--- src/rtl/core/aqam_pkg.sv ---
`timescale 1ns / 1ps
// ----------------------------------------------------------------------------
// aqam_pkg
// Shared types, thresholds and register codes of the air quality alarm monitor.
// ----------------------------------------------------------------------------
package aqam_pkg;

  localparam int TIME_W  = 48;
  localparam int AVG_W   = 16;
  localparam int GRADE_W = 3;
  localparam int DUTY_W  = 8;
  localparam int BOUND_W = 11;
  localparam int HOLD_W  = 26;
  localparam int DUR_W   = 20;
  localparam int CFG_DW  = 32;
  localparam int CFG_AW  = 4;

  localparam logic [AVG_W-1:0]   AVG_MAX     = '1;
  localparam logic [GRADE_W-1:0] NO_DANGER   = 3'd7;
  localparam logic [GRADE_W-1:0] ALERT_GRADE = 3'd3;

  localparam logic OP_SAMPLE = 1'b0;
  localparam logic OP_REPORT = 1'b1;

  typedef logic [1:0] reg_idx_t;
  localparam reg_idx_t REG_ALERT_EN = 2'd0;
  localparam reg_idx_t REG_HOLDOFF  = 2'd1;
  localparam reg_idx_t REG_BUZZ_DUR = 2'd2;

  localparam logic [HOLD_W-1:0] HOLDOFF_RST  = 26'd5000000;
  localparam logic [DUR_W-1:0]  BUZZ_DUR_RST = 20'd50000;

  // grade thresholds in tenths, lowest bound in entry 0
  typedef logic [3:0][BOUND_W-1:0] bounds_t;
  localparam bounds_t CO_BOUNDS = {11'd155, 11'd125, 11'd95, 11'd45};
  localparam bounds_t PM_BOUNDS = {11'd1504, 11'd554, 11'd354, 11'd120};

  typedef struct packed {
    logic              enable;
    logic [HOLD_W-1:0] holdoff_us;
    logic [DUR_W-1:0]  buzz_dur_us;
  } cfg_t;

  typedef struct packed {
    logic               done;
    logic [AVG_W-1:0]   avg;
    logic [GRADE_W-1:0] grade;
  } lane_out_t;

  typedef struct packed {
    logic [3:0]         pad;
    logic               worst_source;
    logic               raise_alert;
    logic               buzzer_on;
    logic [DUTY_W-1:0]  led_duty;
    logic [GRADE_W-1:0] danger_grade;
    logic [GRADE_W-1:0] pm_grade;
    logic [GRADE_W-1:0] co_grade;
    logic [AVG_W-1:0]   avg_pm;
    logic [AVG_W-1:0]   avg_co;
  } out_word_t;

  function automatic logic [DUTY_W-1:0] duty_of(input logic [GRADE_W-1:0] g);
    logic [DUTY_W-1:0] d;
    case (g)
      3'd0:    d = 8'd0;
      3'd1:    d = 8'd7;
      3'd2:    d = 8'd15;
      3'd3:    d = 8'd31;
      default: d = 8'd255;
    endcase
    return d;
  endfunction

endpackage

--- src/rtl/core/aqam_lane.sv ---
`timescale 1ns / 1ps
// ----------------------------------------------------------------------------
// aqam_lane
// One sensor channel: sample ring, serial sum, bit-serial divide and grading.
// ----------------------------------------------------------------------------
module aqam_lane #(
  parameter int WINDOW      = 5,
  parameter int SAMPLE_BITS = 16,
  localparam int SLOT_W     = (WINDOW > 1) ? $clog2(WINDOW) : 1,
  localparam int FILL_W     = $clog2(WINDOW + 1)
) (
  input  logic                  clk,
  input  logic                  rst_n,
  input  logic                  wr_en,
  input  logic [SLOT_W-1:0]     wr_slot,
  input  logic [SAMPLE_BITS-1:0] wr_data,
  input  logic                  rep_start,
  input  logic [FILL_W-1:0]     fill,
  input  aqam_pkg::bounds_t     bounds,
  input  logic                  take,
  output aqam_pkg::lane_out_t   res
);
  import aqam_pkg::*;

  localparam int SUM_W  = SAMPLE_BITS + FILL_W;
  localparam int CNT_W  = $clog2(SUM_W);
  localparam int CMP_W0 = (SUM_W > BOUND_W) ? SUM_W : BOUND_W;
  localparam int CMP_W  = (CMP_W0 > AVG_W) ? CMP_W0 : AVG_W + 1;

  typedef enum logic [4:0] {
    L_IDLE  = 5'b00001,
    L_SUM   = 5'b00010,
    L_DIV   = 5'b00100,
    L_GRADE = 5'b01000,
    L_DONE  = 5'b10000
  } lane_state_t;

  lane_state_t          state_r, state_nxt;
  logic [SAMPLE_BITS-1:0] ring_r [WINDOW];
  logic [SLOT_W-1:0]    idx_r;
  logic [FILL_W-1:0]    fill_r;
  logic [SUM_W-1:0]     sum_r;
  logic [SUM_W-1:0]     quo_r;
  logic [FILL_W-1:0]    rem_r;
  logic [CNT_W-1:0]     cnt_r;
  logic [AVG_W-1:0]     avg_r;
  logic [GRADE_W-1:0]   grade_r;

  logic                 last_idx;
  logic [FILL_W:0]      trial;
  logic [FILL_W:0]      diff;
  logic                 fits;
  logic [FILL_W-1:0]    rem_nxt;
  logic [CMP_W-1:0]     q_ext;
  logic [GRADE_W-1:0]   grade_nxt;
  logic [AVG_W-1:0]     avg_nxt;

  always_comb begin
    last_idx = (FILL_W'(idx_r) == fill_r - FILL_W'(1));
    trial    = {rem_r, quo_r[SUM_W-1]};
    diff     = trial - {1'b0, fill_r};
    fits     = (trial >= {1'b0, fill_r});
    rem_nxt  = fits ? diff[FILL_W-1:0] : trial[FILL_W-1:0];
    q_ext    = CMP_W'(quo_r);
    avg_nxt  = (q_ext > CMP_W'(AVG_MAX)) ? AVG_MAX : q_ext[AVG_W-1:0];
    grade_nxt = '0;
    for (int i = 0; i < 4; i++) begin
      grade_nxt = grade_nxt + GRADE_W'(q_ext >= CMP_W'(bounds[i]));
    end
  end

  always_comb begin
    state_nxt = state_r;
    case (state_r)
      L_IDLE:  if (rep_start) state_nxt = L_SUM;
      L_SUM:   if (last_idx) state_nxt = L_DIV;
      L_DIV:   if (cnt_r == '0) state_nxt = L_GRADE;
      L_GRADE: state_nxt = L_DONE;
      L_DONE:  if (take) state_nxt = L_IDLE;
      default: state_nxt = L_IDLE;
    endcase
  end

  always_ff @(posedge clk) begin
    if (!rst_n) begin
      state_r <= L_IDLE;
    end else begin
      state_r <= state_nxt;
    end
  end

  always_ff @(posedge clk) begin
    if (wr_en) begin
      ring_r[wr_slot] <= wr_data;
    end
    case (state_r)
      L_IDLE: begin
        if (rep_start) begin
          fill_r <= fill;
          idx_r  <= '0;
          sum_r  <= '0;
        end
      end
      L_SUM: begin
        sum_r <= sum_r + SUM_W'(ring_r[idx_r]);
        idx_r <= idx_r + SLOT_W'(1);
        if (last_idx) begin
          quo_r <= sum_r + SUM_W'(ring_r[idx_r]);
          rem_r <= '0;
          cnt_r <= CNT_W'(SUM_W - 1);
        end
      end
      L_DIV: begin
        quo_r <= {quo_r[SUM_W-2:0], fits};
        rem_r <= rem_nxt;
        cnt_r <= cnt_r - CNT_W'(1);
      end
      L_GRADE: begin
        avg_r   <= avg_nxt;
        grade_r <= grade_nxt;
      end
      default: ;
    endcase
  end

  assign res.done  = (state_r == L_DONE);
  assign res.avg   = avg_r;
  assign res.grade = grade_r;

endmodule

--- src/rtl/core/aqam_merge.sv ---
`timescale 1ns / 1ps
// ----------------------------------------------------------------------------
// aqam_merge
// Combines both lanes: danger level, LED duty, buzzer and alert state, result word.
// ----------------------------------------------------------------------------
module aqam_merge (
  input  logic                          clk,
  input  logic                          rst_n,
  input  logic                          start,
  input  logic [aqam_pkg::TIME_W-1:0]   now_us,
  input  aqam_pkg::cfg_t                cfg,
  input  aqam_pkg::lane_out_t           co,
  input  aqam_pkg::lane_out_t           pm,
  output logic                          take,
  output logic                          out_valid,
  input  logic                          out_ready,
  output aqam_pkg::out_word_t           out_word
);
  import aqam_pkg::*;

  logic [TIME_W-1:0]  now_r;
  logic [TIME_W-1:0]  end_cand_r;
  logic               holdoff_ok_r;
  logic               exp_old_r;
  logic               exp_new_r;
  logic [GRADE_W-1:0] prev_danger_r, prev_danger_nxt;
  logic [TIME_W-1:0]  last_alert_r, last_alert_nxt;
  logic               buzz_act_r, buzz_act_nxt;
  logic [TIME_W-1:0]  buzz_end_r, buzz_end_nxt;
  logic               out_valid_r;
  out_word_t          out_r, out_nxt;

  logic [GRADE_W-1:0] danger;
  logic               hot;
  logic               starting;
  logic               fire;
  logic               act_mid;
  logic               expired;

  always_comb begin
    take     = co.done & pm.done & (~out_valid_r | out_ready);
    danger   = (co.grade > pm.grade) ? co.grade : pm.grade;
    hot      = cfg.enable && (danger >= ALERT_GRADE);
    starting = hot && !buzz_act_r;
    fire     = hot && (prev_danger_r < ALERT_GRADE || prev_danger_r == NO_DANGER ||
                       holdoff_ok_r);
    act_mid  = cfg.enable ? (buzz_act_r | hot) : 1'b0;
    expired  = starting ? exp_new_r : exp_old_r;

    buzz_act_nxt    = act_mid && !expired;
    buzz_end_nxt    = starting ? end_cand_r : buzz_end_r;
    last_alert_nxt  = fire ? now_r : last_alert_r;
    prev_danger_nxt = cfg.enable ? danger : NO_DANGER;

    out_nxt              = '0;
    out_nxt.avg_co       = co.avg;
    out_nxt.avg_pm       = pm.avg;
    out_nxt.co_grade     = co.grade;
    out_nxt.pm_grade     = pm.grade;
    out_nxt.danger_grade = danger;
    out_nxt.led_duty     = cfg.enable ? duty_of(danger) : '0;
    out_nxt.buzzer_on    = buzz_act_nxt;
    out_nxt.raise_alert  = fire;
    out_nxt.worst_source = (co.grade > pm.grade) ? 1'b0 : 1'b1;
  end

  // time math for the report is prepared while the lanes work
  always_ff @(posedge clk) begin
    if (start) begin
      now_r        <= now_us;
      end_cand_r   <= now_us + TIME_W'(cfg.buzz_dur_us);
      holdoff_ok_r <= (now_us - last_alert_r) >= TIME_W'(cfg.holdoff_us);
    end
    exp_old_r <= (now_r >= buzz_end_r);
    exp_new_r <= (now_r >= end_cand_r);
    if (take) begin
      out_r <= out_nxt;
    end
  end

  always_ff @(posedge clk) begin
    if (!rst_n) begin
      prev_danger_r <= NO_DANGER;
      last_alert_r  <= '0;
      buzz_act_r    <= 1'b0;
      buzz_end_r    <= '0;
      out_valid_r   <= 1'b0;
    end else begin
      if (take) begin
        prev_danger_r <= prev_danger_nxt;
        last_alert_r  <= last_alert_nxt;
        buzz_act_r    <= buzz_act_nxt;
        buzz_end_r    <= buzz_end_nxt;
        out_valid_r   <= 1'b1;
      end else if (out_ready) begin
        out_valid_r   <= 1'b0;
      end
    end
  end

  assign out_valid = out_valid_r;
  assign out_word  = out_r;

endmodule

--- src/rtl/core/air_quality_alarm_monitor.sv ---
`timescale 1ns / 1ps
// ----------------------------------------------------------------------------
// air_quality_alarm_monitor
// Two-channel CO / PM2.5 window averaging, grading and alarm control.
// ----------------------------------------------------------------------------
// A sample word (tuser 0) is taken and stored in both rings. A
// report word (tuser 1) runs the CO and PM2.5 lanes side by side: each lane
// sums its ring one entry per cycle, then divides by the fill count one
// quotient bit per cycle, then grades; the result word is loaded, and the
// input is freed for the next word, at the same clock edge. The input is
// held off while a report is in the lanes. A report before the first sample
// gives no result. A result waiting at the output does not hold off the input,
// but a later report that finishes while it waits stays in the lanes, holding
// off the input, until the waiting result is taken.
module air_quality_alarm_monitor #(
  parameter int WINDOW      = 5,
  parameter int SAMPLE_BITS = 16
) (
  input  logic                          clk,
  input  logic                          rst_n,
  input  logic                          in_tvalid,
  output logic                          in_tready,
  input  logic [79:0]                   in_tdata,   // co_sample, pm_sample, now_us
  input  logic                          in_tuser,   // opcode
  output logic                          out_tvalid,
  input  logic                          out_tready,
  // avg_co, avg_pm, co_grade, pm_grade, danger_grade, led_duty, buzzer_on,
  // raise_alert, worst_source, zero fill
  output logic [55:0]                   out_tdata,
  input  logic                          cfg_psel,
  input  logic                          cfg_penable,
  input  logic                          cfg_pwrite,
  input  logic [aqam_pkg::CFG_AW-1:0]   cfg_paddr,
  input  logic [aqam_pkg::CFG_DW-1:0]   cfg_pwdata,
  output logic [aqam_pkg::CFG_DW-1:0]   cfg_prdata,
  output logic                          cfg_pready
);
  import aqam_pkg::*;

  localparam int SLOT_W = (WINDOW > 1) ? $clog2(WINDOW) : 1;
  localparam int FILL_W = $clog2(WINDOW + 1);

  cfg_t                cfg_r;
  logic [SLOT_W-1:0]   slot_r, slot_nxt;
  logic [FILL_W-1:0]   fill_count_r, fill_count_nxt;
  logic                busy_r;

  logic                accept;
  logic                sample_acc;
  logic                rep_acc;
  logic                cfg_wr;
  reg_idx_t            cfg_idx;
  logic                take;
  lane_out_t           co_res;
  lane_out_t           pm_res;
  out_word_t           out_word;

  assign in_tready  = ~busy_r;
  assign accept     = in_tvalid & in_tready;
  assign sample_acc = accept & (in_tuser == OP_SAMPLE);
  assign rep_acc    = accept & (in_tuser == OP_REPORT) & (fill_count_r != '0);

  assign slot_nxt       = (slot_r == SLOT_W'(WINDOW - 1)) ? '0 : slot_r + SLOT_W'(1);
  assign fill_count_nxt = (fill_count_r == FILL_W'(WINDOW)) ? fill_count_r
                                                            : fill_count_r + FILL_W'(1);

  // configuration port
  assign cfg_pready = 1'b1;
  assign cfg_idx    = cfg_paddr[3:2];
  assign cfg_wr     = cfg_psel & cfg_penable & cfg_pwrite & cfg_pready;

  always_comb begin
    case (cfg_idx)
      REG_ALERT_EN: cfg_prdata = CFG_DW'(cfg_r.enable);
      REG_HOLDOFF:  cfg_prdata = CFG_DW'(cfg_r.holdoff_us);
      REG_BUZZ_DUR: cfg_prdata = CFG_DW'(cfg_r.buzz_dur_us);
      default:      cfg_prdata = '0;
    endcase
  end

  always_ff @(posedge clk) begin
    if (!rst_n) begin
      cfg_r.enable      <= 1'b0;
      cfg_r.holdoff_us  <= HOLDOFF_RST;
      cfg_r.buzz_dur_us <= BUZZ_DUR_RST;
      slot_r            <= '0;
      fill_count_r      <= '0;
      busy_r            <= 1'b0;
    end else begin
      if (cfg_wr) begin
        case (cfg_idx)
          REG_ALERT_EN: cfg_r.enable      <= cfg_pwdata[0];
          REG_HOLDOFF:  cfg_r.holdoff_us  <= cfg_pwdata[HOLD_W-1:0];
          REG_BUZZ_DUR: cfg_r.buzz_dur_us <= cfg_pwdata[DUR_W-1:0];
          default: ;
        endcase
      end
      if (sample_acc) begin
        slot_r       <= slot_nxt;
        fill_count_r <= fill_count_nxt;
      end
      if (rep_acc) begin
        busy_r <= 1'b1;
      end else if (take) begin
        busy_r <= 1'b0;
      end
    end
  end

  aqam_lane #(
    .WINDOW      (WINDOW),
    .SAMPLE_BITS (SAMPLE_BITS)
  ) u_co_lane (
    .clk       (clk),
    .rst_n     (rst_n),
    .wr_en     (sample_acc),
    .wr_slot   (slot_r),
    .wr_data   (SAMPLE_BITS'(in_tdata[15:0])),
    .rep_start (rep_acc),
    .fill      (fill_count_r),
    .bounds    (CO_BOUNDS),
    .take      (take),
    .res       (co_res)
  );

  aqam_lane #(
    .WINDOW      (WINDOW),
    .SAMPLE_BITS (SAMPLE_BITS)
  ) u_pm_lane (
    .clk       (clk),
    .rst_n     (rst_n),
    .wr_en     (sample_acc),
    .wr_slot   (slot_r),
    .wr_data   (SAMPLE_BITS'(in_tdata[31:16])),
    .rep_start (rep_acc),
    .fill      (fill_count_r),
    .bounds    (PM_BOUNDS),
    .take      (take),
    .res       (pm_res)
  );

  aqam_merge u_merge (
    .clk       (clk),
    .rst_n     (rst_n),
    .start     (rep_acc),
    .now_us    (in_tdata[79:32]),
    .cfg       (cfg_r),
    .co        (co_res),
    .pm        (pm_res),
    .take      (take),
    .out_valid (out_tvalid),
    .out_ready (out_tready),
    .out_word  (out_word)
  );

  assign out_tdata = out_word;

`ifndef ASSERT_OFF
  a_lanes_in_step: assert property (@(posedge clk) disable iff (!rst_n)
    co_res.done == pm_res.done)
    else $error("lanes out of step");

  a_ring_ptrs: assert property (@(posedge clk) disable iff (!rst_n)
    fill_count_r <= FILL_W'(WINDOW) && slot_r <= SLOT_W'(WINDOW - 1))
    else $error("ring pointer out of range");

  a_report_holds_input: assert property (@(posedge clk) disable iff (!rst_n)
    rep_acc |=> busy_r && !in_tready)
    else $error("report accepted without holding input");

  a_result_frees_input: assert property (@(posedge clk) disable iff (!rst_n)
    $rose(out_tvalid) |-> $fell(busy_r))
    else $error("result loaded outside a report");
`endif

endmodule

--- config.mk ---
export PLATFORM = sky130hd
export DESIGN_NAME = air_quality_alarm_monitor
export DESIGN_NICKNAME = d
export VERILOG_FILES = /design/src/rtl/core/aqam_pkg.sv /design/src/rtl/core/aqam_lane.sv /design/src/rtl/core/aqam_merge.sv /design/src/rtl/core/air_quality_alarm_monitor.sv
export SDC_FILE = /design/constraint.sdc
export NUM_CORES = 1
export LEC_CHECK = 0
export BUFFER_PORTS_ARGS = -buffer_cell sky130_fd_sc_hd__buf_2
export CAP_MARGIN = 20
export CORE_MARGIN = 1.5
export CORE_UTILIZATION = 45
export CTS_CLUSTER_DIAMETER = 30
export DETAILED_ROUTE_END_ITERATION = 10
export SLEW_MARGIN = 20
export SYNTH_ARGS = -nofsm -noshare
export SYNTH_HDL_FRONTEND = slang
export SYNTH_SLANG_ARGS = --single-unit
--- constraint.sdc ---
create_clock -name clk -period 10.7 [get_ports clk]
set_input_delay 1.07 -clock clk [delete_from_list [all_inputs] [get_ports clk]]
set_output_delay 1.07 -clock clk [all_outputs]
set_load 0.03 [all_outputs]
==> impl_metrics.yaml, run 1 <==
outcome:
  status: "complete, no violations"
timing:
  report.final.hold_viol_count: 0
  rsz0062_at_grt: "false"
  maxSlewHeadroom_pct: 26.8
  period_share_pct: 57.6
  tightest_slew_ns: 1.09
  fin_worst_skew_ns: 0.0535
  tns_ns: 0
  maxSlewViolCount: 0
  setup_viol: 0
  fin_ws_ns: 4.53
  fmax_mhz: 162
  fin_crit_ns: 6.17
setup_path:
  cp_num_cells: 26
  timing_worst_setup_path_type: "in2reg"
  end_kind: "flop"
  arrival_ns: 6.61
  cp_slowest_cell: "fa_1"
  critPathRequiredTime_ns: 11.14
  crit_path_start_kind: "primary input"
  cp_num_buf_inv: 3
  path_max_fanout: 7
  reg2reg_depth: 24
  cp_top_family: "compound AO/OA/AOI/OAI gates"
  cpPeakStageDelay_ns: 0.43
detailed_routing:
  antenna_left: 0
  vias_per_cell: 5.33
  remaining_drc_errors: 0
  dr_total_vias: 22426
  drt_iter0_drc: 1298
  drt-total-wl_um: 77300
  firstDrtPassIters: 5
  wl_per_cell_um: 18.4
global_routing:
  grt_max_degree: 106
  top_usage_layer: "met2"
  grt_overflow_total: 0
  grtUsageTotal_pct: 21.2
  grt_pass1_vias: 22778
  grtUsageMet2_pct: 34.8
  grt_pass1_wl_um: 122000
  antenna_found_initial: 0
  grtUsageMet1_pct: 26.3
  grtUsageMet3_pct: 5.06
synth:
  ys_top_cells_by_area: "edfxtp_1 42%, dfxtp_1 11%, ha_1 9.5%"
  synthFlopType: "edfxtp_1"
  synthArstFlopShare_pct: 0
  synth_top_cell_area_share_pct: 41.8
  ys_seq_elements: 620
  yosys_warnings: 0
  synth_edf_count: 447
  syn_area_sq_um: 32100
  yosysUniqueCellTypes: 79
  synthCells: 2871
  synth_top_area_cell: "edfxtp_1"
  syn_avg_cell_area_sq_um: 11.2
  yosysSeqAreaShare_pct: 52.6
cts:
  post_cts_buffers: 0
  cts_resized: 0
  clk_path_buf_depth: 3
  clock_sinks: 620
  holdBufCountCts: 0
  worstSkewPairLatency_ns: 0.73
  clk_pin_slew_worst_paths_ns: 0.04
  tritoncts: "yes"
  h-tree-depth: 4
  cts_made_buffers: 143
  cts_root_buf: "clkbuf_16"
final_layout:
  n_fill_cell: 5910
  area_delta_synth_final_pct: 22.0
  antenna_cells: 0
  finalNonFillerCells: 4207
  seqCellArea_sq_um: 16900
  drive_gt1_share_pct: 17.5
  final_cell_area_sq_um: 39200
  multi_input_area_sq_um: 14000
  utilization_pct: 55.7
  nNetsFinal: 3523
hold_path:
  min_path_type: "reg2reg"
  hold_depth: 0
floorplanning:
  num_rows: 97
  initial_utilization_pct: 45.7
  die_w_um: 270
  fp.dieH_um: 270
  ios: 215
  die-area_sq_um: 72900
  core_sq_um: 70300
pwr:
  irDropWorstVdd_mv: 0.184
  power_density_nw_per_um2: 204
  p_leak_nw: 15.2
place:
  post-place-ws_ns: 3.82
  port_buffers: 195
  placed_area_sq_um: 34100
  gp_congestion: 0.908
  dp.cells: 3941
  hpwl_um: 55200
flow_run:
  maxCapViolations: 0
-- kinds of logic after synthesis --
logic type	count (synthesis)	synth area share (%)
AO/OA/AOI/OAI	571	12.0
AND/OR/NAND/NOR	836	12.6
buffers and inverters	342	4.23
multiplexers	119	5.07
other	2	0.0234
adder cells (fa/ha/maj)	253	10.0
XOR/XNOR	128	3.49
flip-flops	620	52.6
-- area by class of cell --
cell class	instances	share of cell area (%)
clock inverter	96	3.13
inverter	239	2.30
sequential	620	43.1
tap	940	3.00
timing repair buffer	224	3.05
multi-input combinational	1918	35.7
clock buffer	170	9.76
-- cell usage in the layout, fill, tap and decap left out, drive strengths merged, types with 57 or more instances in the layout --
cell	n
a21boi	85
a21o	75
a21oi	137
buf	224
clkbuf	170
dfxtp	173
edfxtp	447
ha	245
inv	252
mux2i	57
nand2	307
nand2b	71
nor2	157
nor2b	82
o21ai	115
xnor2	75
-- where the power goes --
| group | total (W) | switching, W | internal, W |
|---|---|---|---|
| clock network | 0.00442 | 0.00147 | 0.00295 |
| registers | 0.00275 | 0.0000658 | 0.00269 |
| logic | 0.000834 | 0.000476 | 0.000358 |
| total | 0.00800 | 0.00201 | 0.00599 |
-- worst paths after layout --
check / start / to / slack (ns)
min: u_pm_lane.avg_r[5] / u_merge.out_word[21] / 0.41
min reg2reg: u_pm_lane.avg_r[5] / u_merge.out_word[21] / 0.41
max reg2reg: u_merge.last_alert_r[0] / u_merge.holdoff_ok_r / 4.72
max: in_tdata[32] / u_merge.holdoff_ok_r / 4.53
-- flip-flops by register name (all words and copies together), names as in the netlist, 5 cells and up, named ones only --
register              flops
u_co_lane.sum_r          19
u_pm_lane.avg_r          16
u_co_lane.ring_r         80
u_pm_lane.cnt_r           5
u_co_lane.state_r         5
u_merge.now_r            48
cfg_r                    47
u_co_lane.cnt_r           5
u_pm_lane.state_r         5
u_pm_lane.q_ext          19
u_merge.buzz_end_r       48
u_co_lane.q_ext          19
u_pm_lane.sum_r          19
u_co_lane.avg_r          16
u_merge.end_cand_r       48
u_pm_lane.ring_r         80
u_merge.out_word         48
u_merge.last_alert_r     48
-- routing by layer --
| metal | routed length [um] | vias up |
|---|---|---|
| met5 | 0 | - |
| li1 | - | 10930 |
| met1 | 33500 | 10795 |
| met2 | 36600 | 541 |
| met4 | 2940 | 0 |
| met3 | 4290 | 160 |
-- synth_stat cells, types with 5 or more instances --
cell       number
edfxtp_1      447
nand2_1       307
ha_1          245
inv_1         239
dfxtp_1       173
nor2_1        157
a21oi_1       136
o21ai_0       111
a21boi_0       85
nor2b_1        82
a21o_1         75
xnor2_1        75
nand2b_1       71
clkbuf_1       69
mux2i_1        57
xor2_1         53
nand3_1        49
nand4_1        44
mux4_2         32
mux2_2         30
nor3_1         27
a22o_1         19
o21a_1         19
and2_1         17
a31oi_1        16
and3_1         16
buf_4          16
nor4_1         15
a211oi_1       12
o211ai_1       12
buf_2          11
o21bai_1       11
or2_2          10
nor3b_1         9
fa_1            8
or3_1           8
buf_1           7
a221oi_1        6
and4_1          6
o22ai_1         6
a2111oi_0       5
a211o_1         5
nand3b_1        5
-- per-stage QoR --
step                      power [W]  hold slack [ns]
after floorplan             0.00339            0.400
after global placement      0.00360            0.404
after detailed placement    0.00362            0.405
after CTS                   0.00808            0.413
after global routing        0.00831            0.417
final                       0.00800            0.410
Note: power is estimated with default switching activity, not from simulation.
==> run 2, diff against run 1 <==
--- a/config.mk
+++ b/config.mk
@@ -5,6 +5,7 @@
 export SDC_FILE = /design/constraint.sdc
 export NUM_CORES = 1
 export LEC_CHECK = 0
+export ABC_AREA = 1
 export BUFFER_PORTS_ARGS = -buffer_cell sky130_fd_sc_hd__buf_2
 export CAP_MARGIN = 20
 export CORE_MARGIN = 1.5
==> constraint.sdc (replaced) <==
create_clock -name clk -period 5.3 [get_ports clk]
set_input_delay 0.53 -clock clk [delete_from_list [all_inputs] [get_ports clk]]
set_output_delay 0.53 -clock clk [all_outputs]
set_load 0.03 [all_outputs]
==> run 2 against run 1 <==
Setup slack lost 3.1 ns. Utilization shrank 0.50 points. Global-route usage grew 2.3 points. Routed wire length grew 16%. Power grew 110%. Non-clock buffer count grew 38. Flip-flop and latch count is the same. Worst hold slack lost 0.37 ns. Synthesized area grew 4.9%. Critical path type is now reg2reg. Largest cell class unchanged.
==> impl_metrics.yaml, run 2 <==
outcome:
  status: "complete, no violations"
pwr:
  p_comb_share_pct: 15.6
  power_frac_seq_pct: 32.7
  pwr-share-clk_pct: 51.7
  p_int_w: 0.0123
  p_sw_share_pct: 28.3
  p_switching_w: 0.00486
  power_density_nw_per_um2: 419
  p_leak_nw: 17.2
  irDropWorstVdd_mv: 0.382
  total_power_w: 0.0172
global_routing:
  grt_pass1_vias: 26332
  antenna_found_initial: 4
  grtUsageTotal_pct: 23.5
  grt_overflow_total: 0
  grt_pass1_wl_um: 141000
  grt_max_degree: 73
timing:
  rsz0062_at_grt: "false"
  maxSlewViolCount: 0
  fin_worst_skew_ns: 0.0474
  setup_viol: 0
  fmax_mhz: 258
  period_share_pct: 73.1
  fin_ws_ns: 1.42
  tightest_slew_ns: 1.04
  fin_crit_ns: 3.88
  maxSlewHeadroom_pct: 30.7
  report.final.hold_viol_count: 0
  tns_ns: 0
place:
  port_buffers: 195
  gp_congestion: 0.947
  hpwl_um: 65900
  post-place-ws_ns: 1.35
  placed_area_sq_um: 35700
cts:
  cts_made_buffers: 137
  cts_resized: 0
  clk_pin_slew_worst_paths_ns: 0.05
  tritoncts: "yes"
  clock_sinks: 620
  worstSkewPairLatency_ns: 0.74
  cts_root_buf: "clkbuf_16"
  h-tree-depth: 4
  clk_path_buf_depth: 3
final_layout:
  drive_gt1_share_pct: 11.6
  final_common_cell: "nand2_1"
  utilization_pct: 55.2
  final_cell_area_sq_um: 41000
  final_cell_mix: "747 x nand2_1, 555 x inv_1, 447 x edfxtp_1"
  area_delta_synth_final_pct: 21.8
  top_regs: "u_co_lane.ring_r (80), u_pm_lane.ring_r (80)"
  nNetsFinal: 4524
setup_path:
  crit_path_frequent_cell: "o21ai_0"
  cp_slowest_cell: "dfxtp_1"
  rr_endpoint: "u_co_lane.q_ext[14]"
  end_kind: "flop"
  critPathCapture: "u_co_lane.q_ext[14]"
  r2r_slack_ns: 1.42
  cp_top_family: "compound AO/OA/AOI/OAI gates"
  crit_path_start_kind: "flop"
  cp_num_buf_inv: 2
  timing_worst_setup_path_type: "reg2reg"
  cp_num_cells: 15
  reg2reg_depth: 15
  path_max_fanout: 17
  cpPeakStageDelay_ns: 0.82
  cp_cell_sequence: "inv_1 > nor2_1 > o21ai_0 > a31oi_1 > ha_1 > inv_1 > fa_1 > o21ai_0 > a21oi_1 > o31ai_1 > nand2_1 > o21ai_0 > nand2_1 > nand3_1 > o21ai_0"
  arrival_ns: 4.35
  critPathRequiredTime_ns: 5.78
synth:
  synth_top_cell_area_share_pct: 39.9
  yosysSeqAreaShare_pct: 50.2
  synthArstFlopShare_pct: 0
  synth_top_area_cell: "edfxtp_1"
  synthCells: 3846
  synth_edf_count: 447
  ys_seq_elements: 620
  yosysUniqueCellTypes: 54
  yosys_warnings: 0
  syn_area_sq_um: 33700
  synth_common_cells: "748 x nand2_1, 556 x inv_1, 447 x edfxtp_1, 434 x nor2_1, 295 x a21oi_1"
  synth_most_common_cell: "nand2_1"
  synthFlopType: "edfxtp_1"
  ys_top_cells_by_area: "edfxtp_1 40%, dfxtp_1 10%, ha_1 9.1%"
  syn_avg_cell_area_sq_um: 8.75
flow_run:
  maxCapViolations: 0
floorplanning:
  initial_utilization_pct: 45.4
  ios: 215
  fp.dieH_um: 277
  die-area_sq_um: 76500
  core_sq_um: 74200
  die_w_um: 277
  num_rows: 100
detailed_routing:
  dr_total_vias: 26758
  antenna_left: 0
  remaining_drc_errors: 0
  vias_per_cell: 5.12
  drt_iter0_drc: 1569
  drt-total-wl_um: 89600
  firstDrtPassIters: 6
  wl_per_cell_um: 17.1
hold_path:
  min_path_type: "in2reg"
## run 2: cell types whose count changed after synthesis, moves of 82 or more
cell and change:
nand2_1 +441, inv_1 +317, nand3_1 +106, a21oi_1 +159
o21ai_0 +163, nor2_1 +277, a21boi_0 -83, nor2b_1 -82
## run 2: cell families (layout without fill, tap and decap cells)
| logic type | count (synthesis) | count (layout) | synth area share (%) |
|---|---|---|---|
| adder cells (fa/ha/maj) | 253 | 253 | 9.58 |
| flip-flops | 620 | 620 | 50.2 |
| XOR/XNOR | 115 | 115 | 2.99 |
| buffers and inverters | 673 | 1078 | 7.79 |
| AND/OR/NAND/NOR | 1465 | 1465 | 17.7 |
| other | 2 | 13 | 0.0223 |
| AO/OA/AOI/OAI | 717 | 717 | 11.7 |
| multiplexers | 1 | 1 | 0.0297 |
## run 2: repair_timing
item | CTS | global route
buffers inserted | 0 | 0
hold endpoints to repair | 118 | 0
hold buffers | 31 | 0
## run 2: routing by layer
layer / GRT usage (%) / wire length [um] / vias to the layer above
met2: 38.8 / 41900 / 659
li1: - / - / 13531
met4: 10.5 / 3070 / 2
met5: 0 / 12 / -
met3: 3.84 / 4760 / 187
met1: 30.3 / 39800 / 12379
## run 2: worst min-delay path by stage
stage / start / endpoint / slack (ns) / cells past startpoint
detailed placement: u_co_lane.avg_r[11] / u_merge.out_word[11] / 0.40 / 0
CTS: in_tdata[2] / u_co_lane.ring_r[2][2] / 0.0004 / 1
global route: cfg_pwdata[4] / cfg_r[4] / 0.03 / 3
global placement: u_pm_lane.avg_r[0] / u_merge.out_word[16] / 0.40 / 0
finish: in_tdata[2] / u_co_lane.ring_r[2][2] / 0.04 / 1
floorplan: u_co_lane.avg_r[0] / u_merge.out_word[0] / 0.40 / 0
## run 2: power by group through the flow
stage	clock, W	combinational (W)	sequential (W)
6_report	0.00888	0.00269	0.00561
5_1_grt	0.00925	0.00307	0.00563
4_1_cts	0.00901	0.00270	0.00561
3_5_place_dp	0	0.00267	0.00570
3_3_place_gp	0	0.00264	0.00569
2_1_floorplan	0	0.00197	0.00565
## run 2: cell type report
cell class,count,area [sq um]
fill,6781,33200
sequential,620,16900
multi-input combinational,2562,14200
clock buffer,159,3590
inverter,564,2120
timing repair buffer,262,1570
clock inverter,93,1360
tap,969,1210
antenna,2,5.00
## run 2: worst register-to-register path, stage by stage (launching register included)
cell	delay, ns
dfxtp_1	0.82
inv_1	0.15
nor2_1	0.13
o21ai_0	0.09
a31oi_1	0.23
ha_1	0.24
inv_1	0.07
fa_1	0.41
o21ai_0	0.32
a21oi_1	0.18
o31ai_1	0.40
nand2_1	0.15
o21ai_0	0.18
nand2_1	0.09
nand3_1	0.08
o21ai_0	0.09
## run 2: through the flow
step / hold slack, ns / cells
floorplan: 0.400 / 3855
global placement: 0.402 / 4944
detailed placement: 0.405 / 4945
CTS: 0.000354 / 5228
global route: 0.0253 / 5230
finish: 0.0380 / 5231
==> run 3, diff against run 2 <==
==> constraint.sdc (replaced) <==
create_clock -name clk -period 3.13 [get_ports clk]
set_input_delay 0.313 -clock clk [delete_from_list [all_inputs] [get_ports clk]]
set_output_delay 0.313 -clock clk [all_outputs]
set_load 0.03 [all_outputs]
==> run 3 against run 2 <==
The run now ends with setup timing left. Critical endpoint is now u_merge.holdoff_ok_r. Count of clock-buffer cells in the layout grew 1. Largest power group unchanged. Power grew 76%. Global-route usage grew 0.63 points. Flip-flop and latch count is the same. Utilization grew 4.2 points. Maximum frequency grew 21%. Clock skew shrank 0.0062 ns.
==> impl_metrics.yaml, run 3 (synthesis gave the netlist of run 2 again) <==
pwr:
  irDropWorstVdd_mv: 0.641
  power_frac_seq_pct: 31.4
  p_int_w: 0.0217
  p_leak_nw: 18.6
  p_comb_share_pct: 18.0
  p_sw_share_pct: 28.0
  pwr-share-clk_pct: 50.6
  p_switching_w: 0.00846
  power_density_nw_per_um2: 684
global_routing:
  antenna_found_initial: 4
  grt_pass1_wl_um: 144000
  grt_pass1_vias: 27701
  grt_overflow_total: 0
  grt_max_degree: 98
  grtUsageTotal_pct: 24.1
setup_path:
  cpPeakStageDelay_ns: 0.35
  timing_worst_setup_path_type: "reg2reg"
  cp_slowest_cell: "dfxtp_1"
  cp_cell_sequence: "inv_1 > ha_4 > nand2_1 > nand2_1 > nand2_1 > nand2_1 > inv_1 > nand2_2 > nand2_2 > nand2_4 > a21oi_2 > xnor2_2 > ha_1 > a21oi_1 > o21a_1 > nor2_1 > nor2_1 > nand2_1 > nand2_1 > nand3_2 > nor2_1 > nand3_1 > nor2_1 > nand3_1"
  path_max_fanout: 4
  crit_path_start_kind: "flop"
  arrival_ns: 3.62
  end_kind: "flop"
  critPathRequiredTime_ns: 3.56
  crit_path_frequent_cell: "nand2_1"
detailed_routing:
  drt_iter0_drc: 1830
  firstDrtPassIters: 5
  wl_per_cell_um: 16.9
  antenna_left: 0
  vias_per_cell: 5.10
  drt-total-wl_um: 93400
  remaining_drc_errors: 0
  dr_total_vias: 28123
final_layout:
  n_fill_cell: 6466
  final_common_cell: "nand2_1"
  area_delta_synth_final_pct: 31.1
  nNetsFinal: 4805
  final_cell_mix: "721 x nand2_1, 548 x inv_1, 447 x edfxtp_1"
  antenna_cells: 0
  final_cell_area_sq_um: 44100
  drive_gt1_share_pct: 17.8
  seqCellArea_sq_um: 16900
  multi_input_area_sq_um: 14900
  top_regs: "u_co_lane.ring_r (80), u_pm_lane.ring_r (80)"
timing:
  holdWs_ns: 0.0401
  tightest_slew_ns: 1.05
  fin_crit_ns: 3.19
  fin_worst_skew_ns: 0.0413
  maxSlewViolCount: 0
  setup_viol: 1
  fin_ws_ns: -0.0633
  rsz0062_at_grt: "true"
  tns_ns: -0.0633
  maxSlewHeadroom_pct: 29.7
  period_share_pct: 102
  report.final.hold_viol_count: 0
  fmax_mhz: 313
cts:
  clock_sinks: 620
  cts_made_buffers: 141
  cts_root_buf: "clkbuf_16"
  h-tree-depth: 4
  clk_pin_slew_worst_paths_ns: 0.04
  tritoncts: "yes"
  clk_path_buf_depth: 3
  worstSkewPairLatency_ns: 0.73
floorplanning:
  initial_utilization_pct: 45.4
  core_sq_um: 74200
  die_w_um: 277
  ios: 215
  die-area_sq_um: 76500
  num_rows: 100
  fp.dieH_um: 277
outcome:
  status: "finished with violations"
  violations: "setup timing"
flow_run:
  maxCapViolations: 0
place:
  placed_area_sq_um: 37200
  hpwl_um: 68300
  port_buffers: 195
  gp_congestion: 0.928
hold_path:
  min_path_type: "in2reg"
## run 3: cell types whose count changed in the layout (fill, tap and decap cells not counted), sizes merged
cell	delta
dlygate4sd3	+80
clkbuf	+1
inv	-9
diode	-2
bufinv	+1
clkinvlp	+2
buf	+197
clkinv	+14
## run 3: final cells by class
class                      instances  area share, %
sequential                       620           38.3
multi-input combinational       2562           33.8
timing repair buffer             539           8.89
clock buffer                     160           8.35
inverter                         564           4.83
clock inverter                   101           3.12
tap                              969           2.75
## run 3: worst max-delay path, delay by kind of cell (launching register included)
family / cells / cell delay [ns]
XOR/XNOR: 1 / 0.21
adder cells (fa/ha/maj): 2 / 0.57
buffers and inverters: 2 / 0.13
AND/OR/NAND/NOR: 16 / 1.30
AO/OA/AOI/OAI: 3 / 0.36
flip-flops: 1 / 0.35
## run 3: power by group through the flow
stage	logic [W]	registers [W]	clock network, W
after floorplan	0.00334	0.00956	0
after global placement	0.00493	0.00961	0
after detailed placement	0.00497	0.00962	0
after CTS	0.00514	0.00947	0.0155
after global routing	0.00608	0.00951	0.0159
final	0.00543	0.00949	0.0153
## run 3: layer usage
metal / routed length, um / track usage (%) / vias to the layer above
met3: 5650 / 5.09 / 189
met5: 51 / 0 / -
met2: 44100 / 40.1 / 735
met4: 3160 / 10.2 / 8
li1: - / - / 14077
met1: 40400 / 30.3 / 13114
## run 3: what timing repair did
action,CTS,global route
endpoints found under the hold margin,264,0
buffers inserted,1,11
pin swaps,4,62
gates resized for setup,18,132
endpoints found under the setup margin,4,51
hold buffers,111,0
## run 3: through the flow
stage                     util (%)  worst slack, ns  cells  total power (W)
after floorplan                  -           -0.397   3855           0.0129
after global placement        50.1           -0.192   5132           0.0145
after detailed placement      50.1           -0.235   5132           0.0146
after CTS                     58.5          -0.0344   5505           0.0301
after global routing          59.5           -0.318   5515           0.0315
final                         59.5          -0.0633   5515           0.0302
## run 3: path summary, 6_finish.rpt
check	start	end	slack (ns)	depth (start not counted)
min reg2reg	u_co_lane.avg_r[5]	u_merge.out_word[5]	0.41	0
max	u_merge.last_alert_r[4]	u_merge.holdoff_ok_r	-0.06	24
max reg2reg	u_merge.last_alert_r[4]	u_merge.holdoff_ok_r	-0.06	24
min	in_tdata[75]	u_merge.now_r[43]	0.04	2
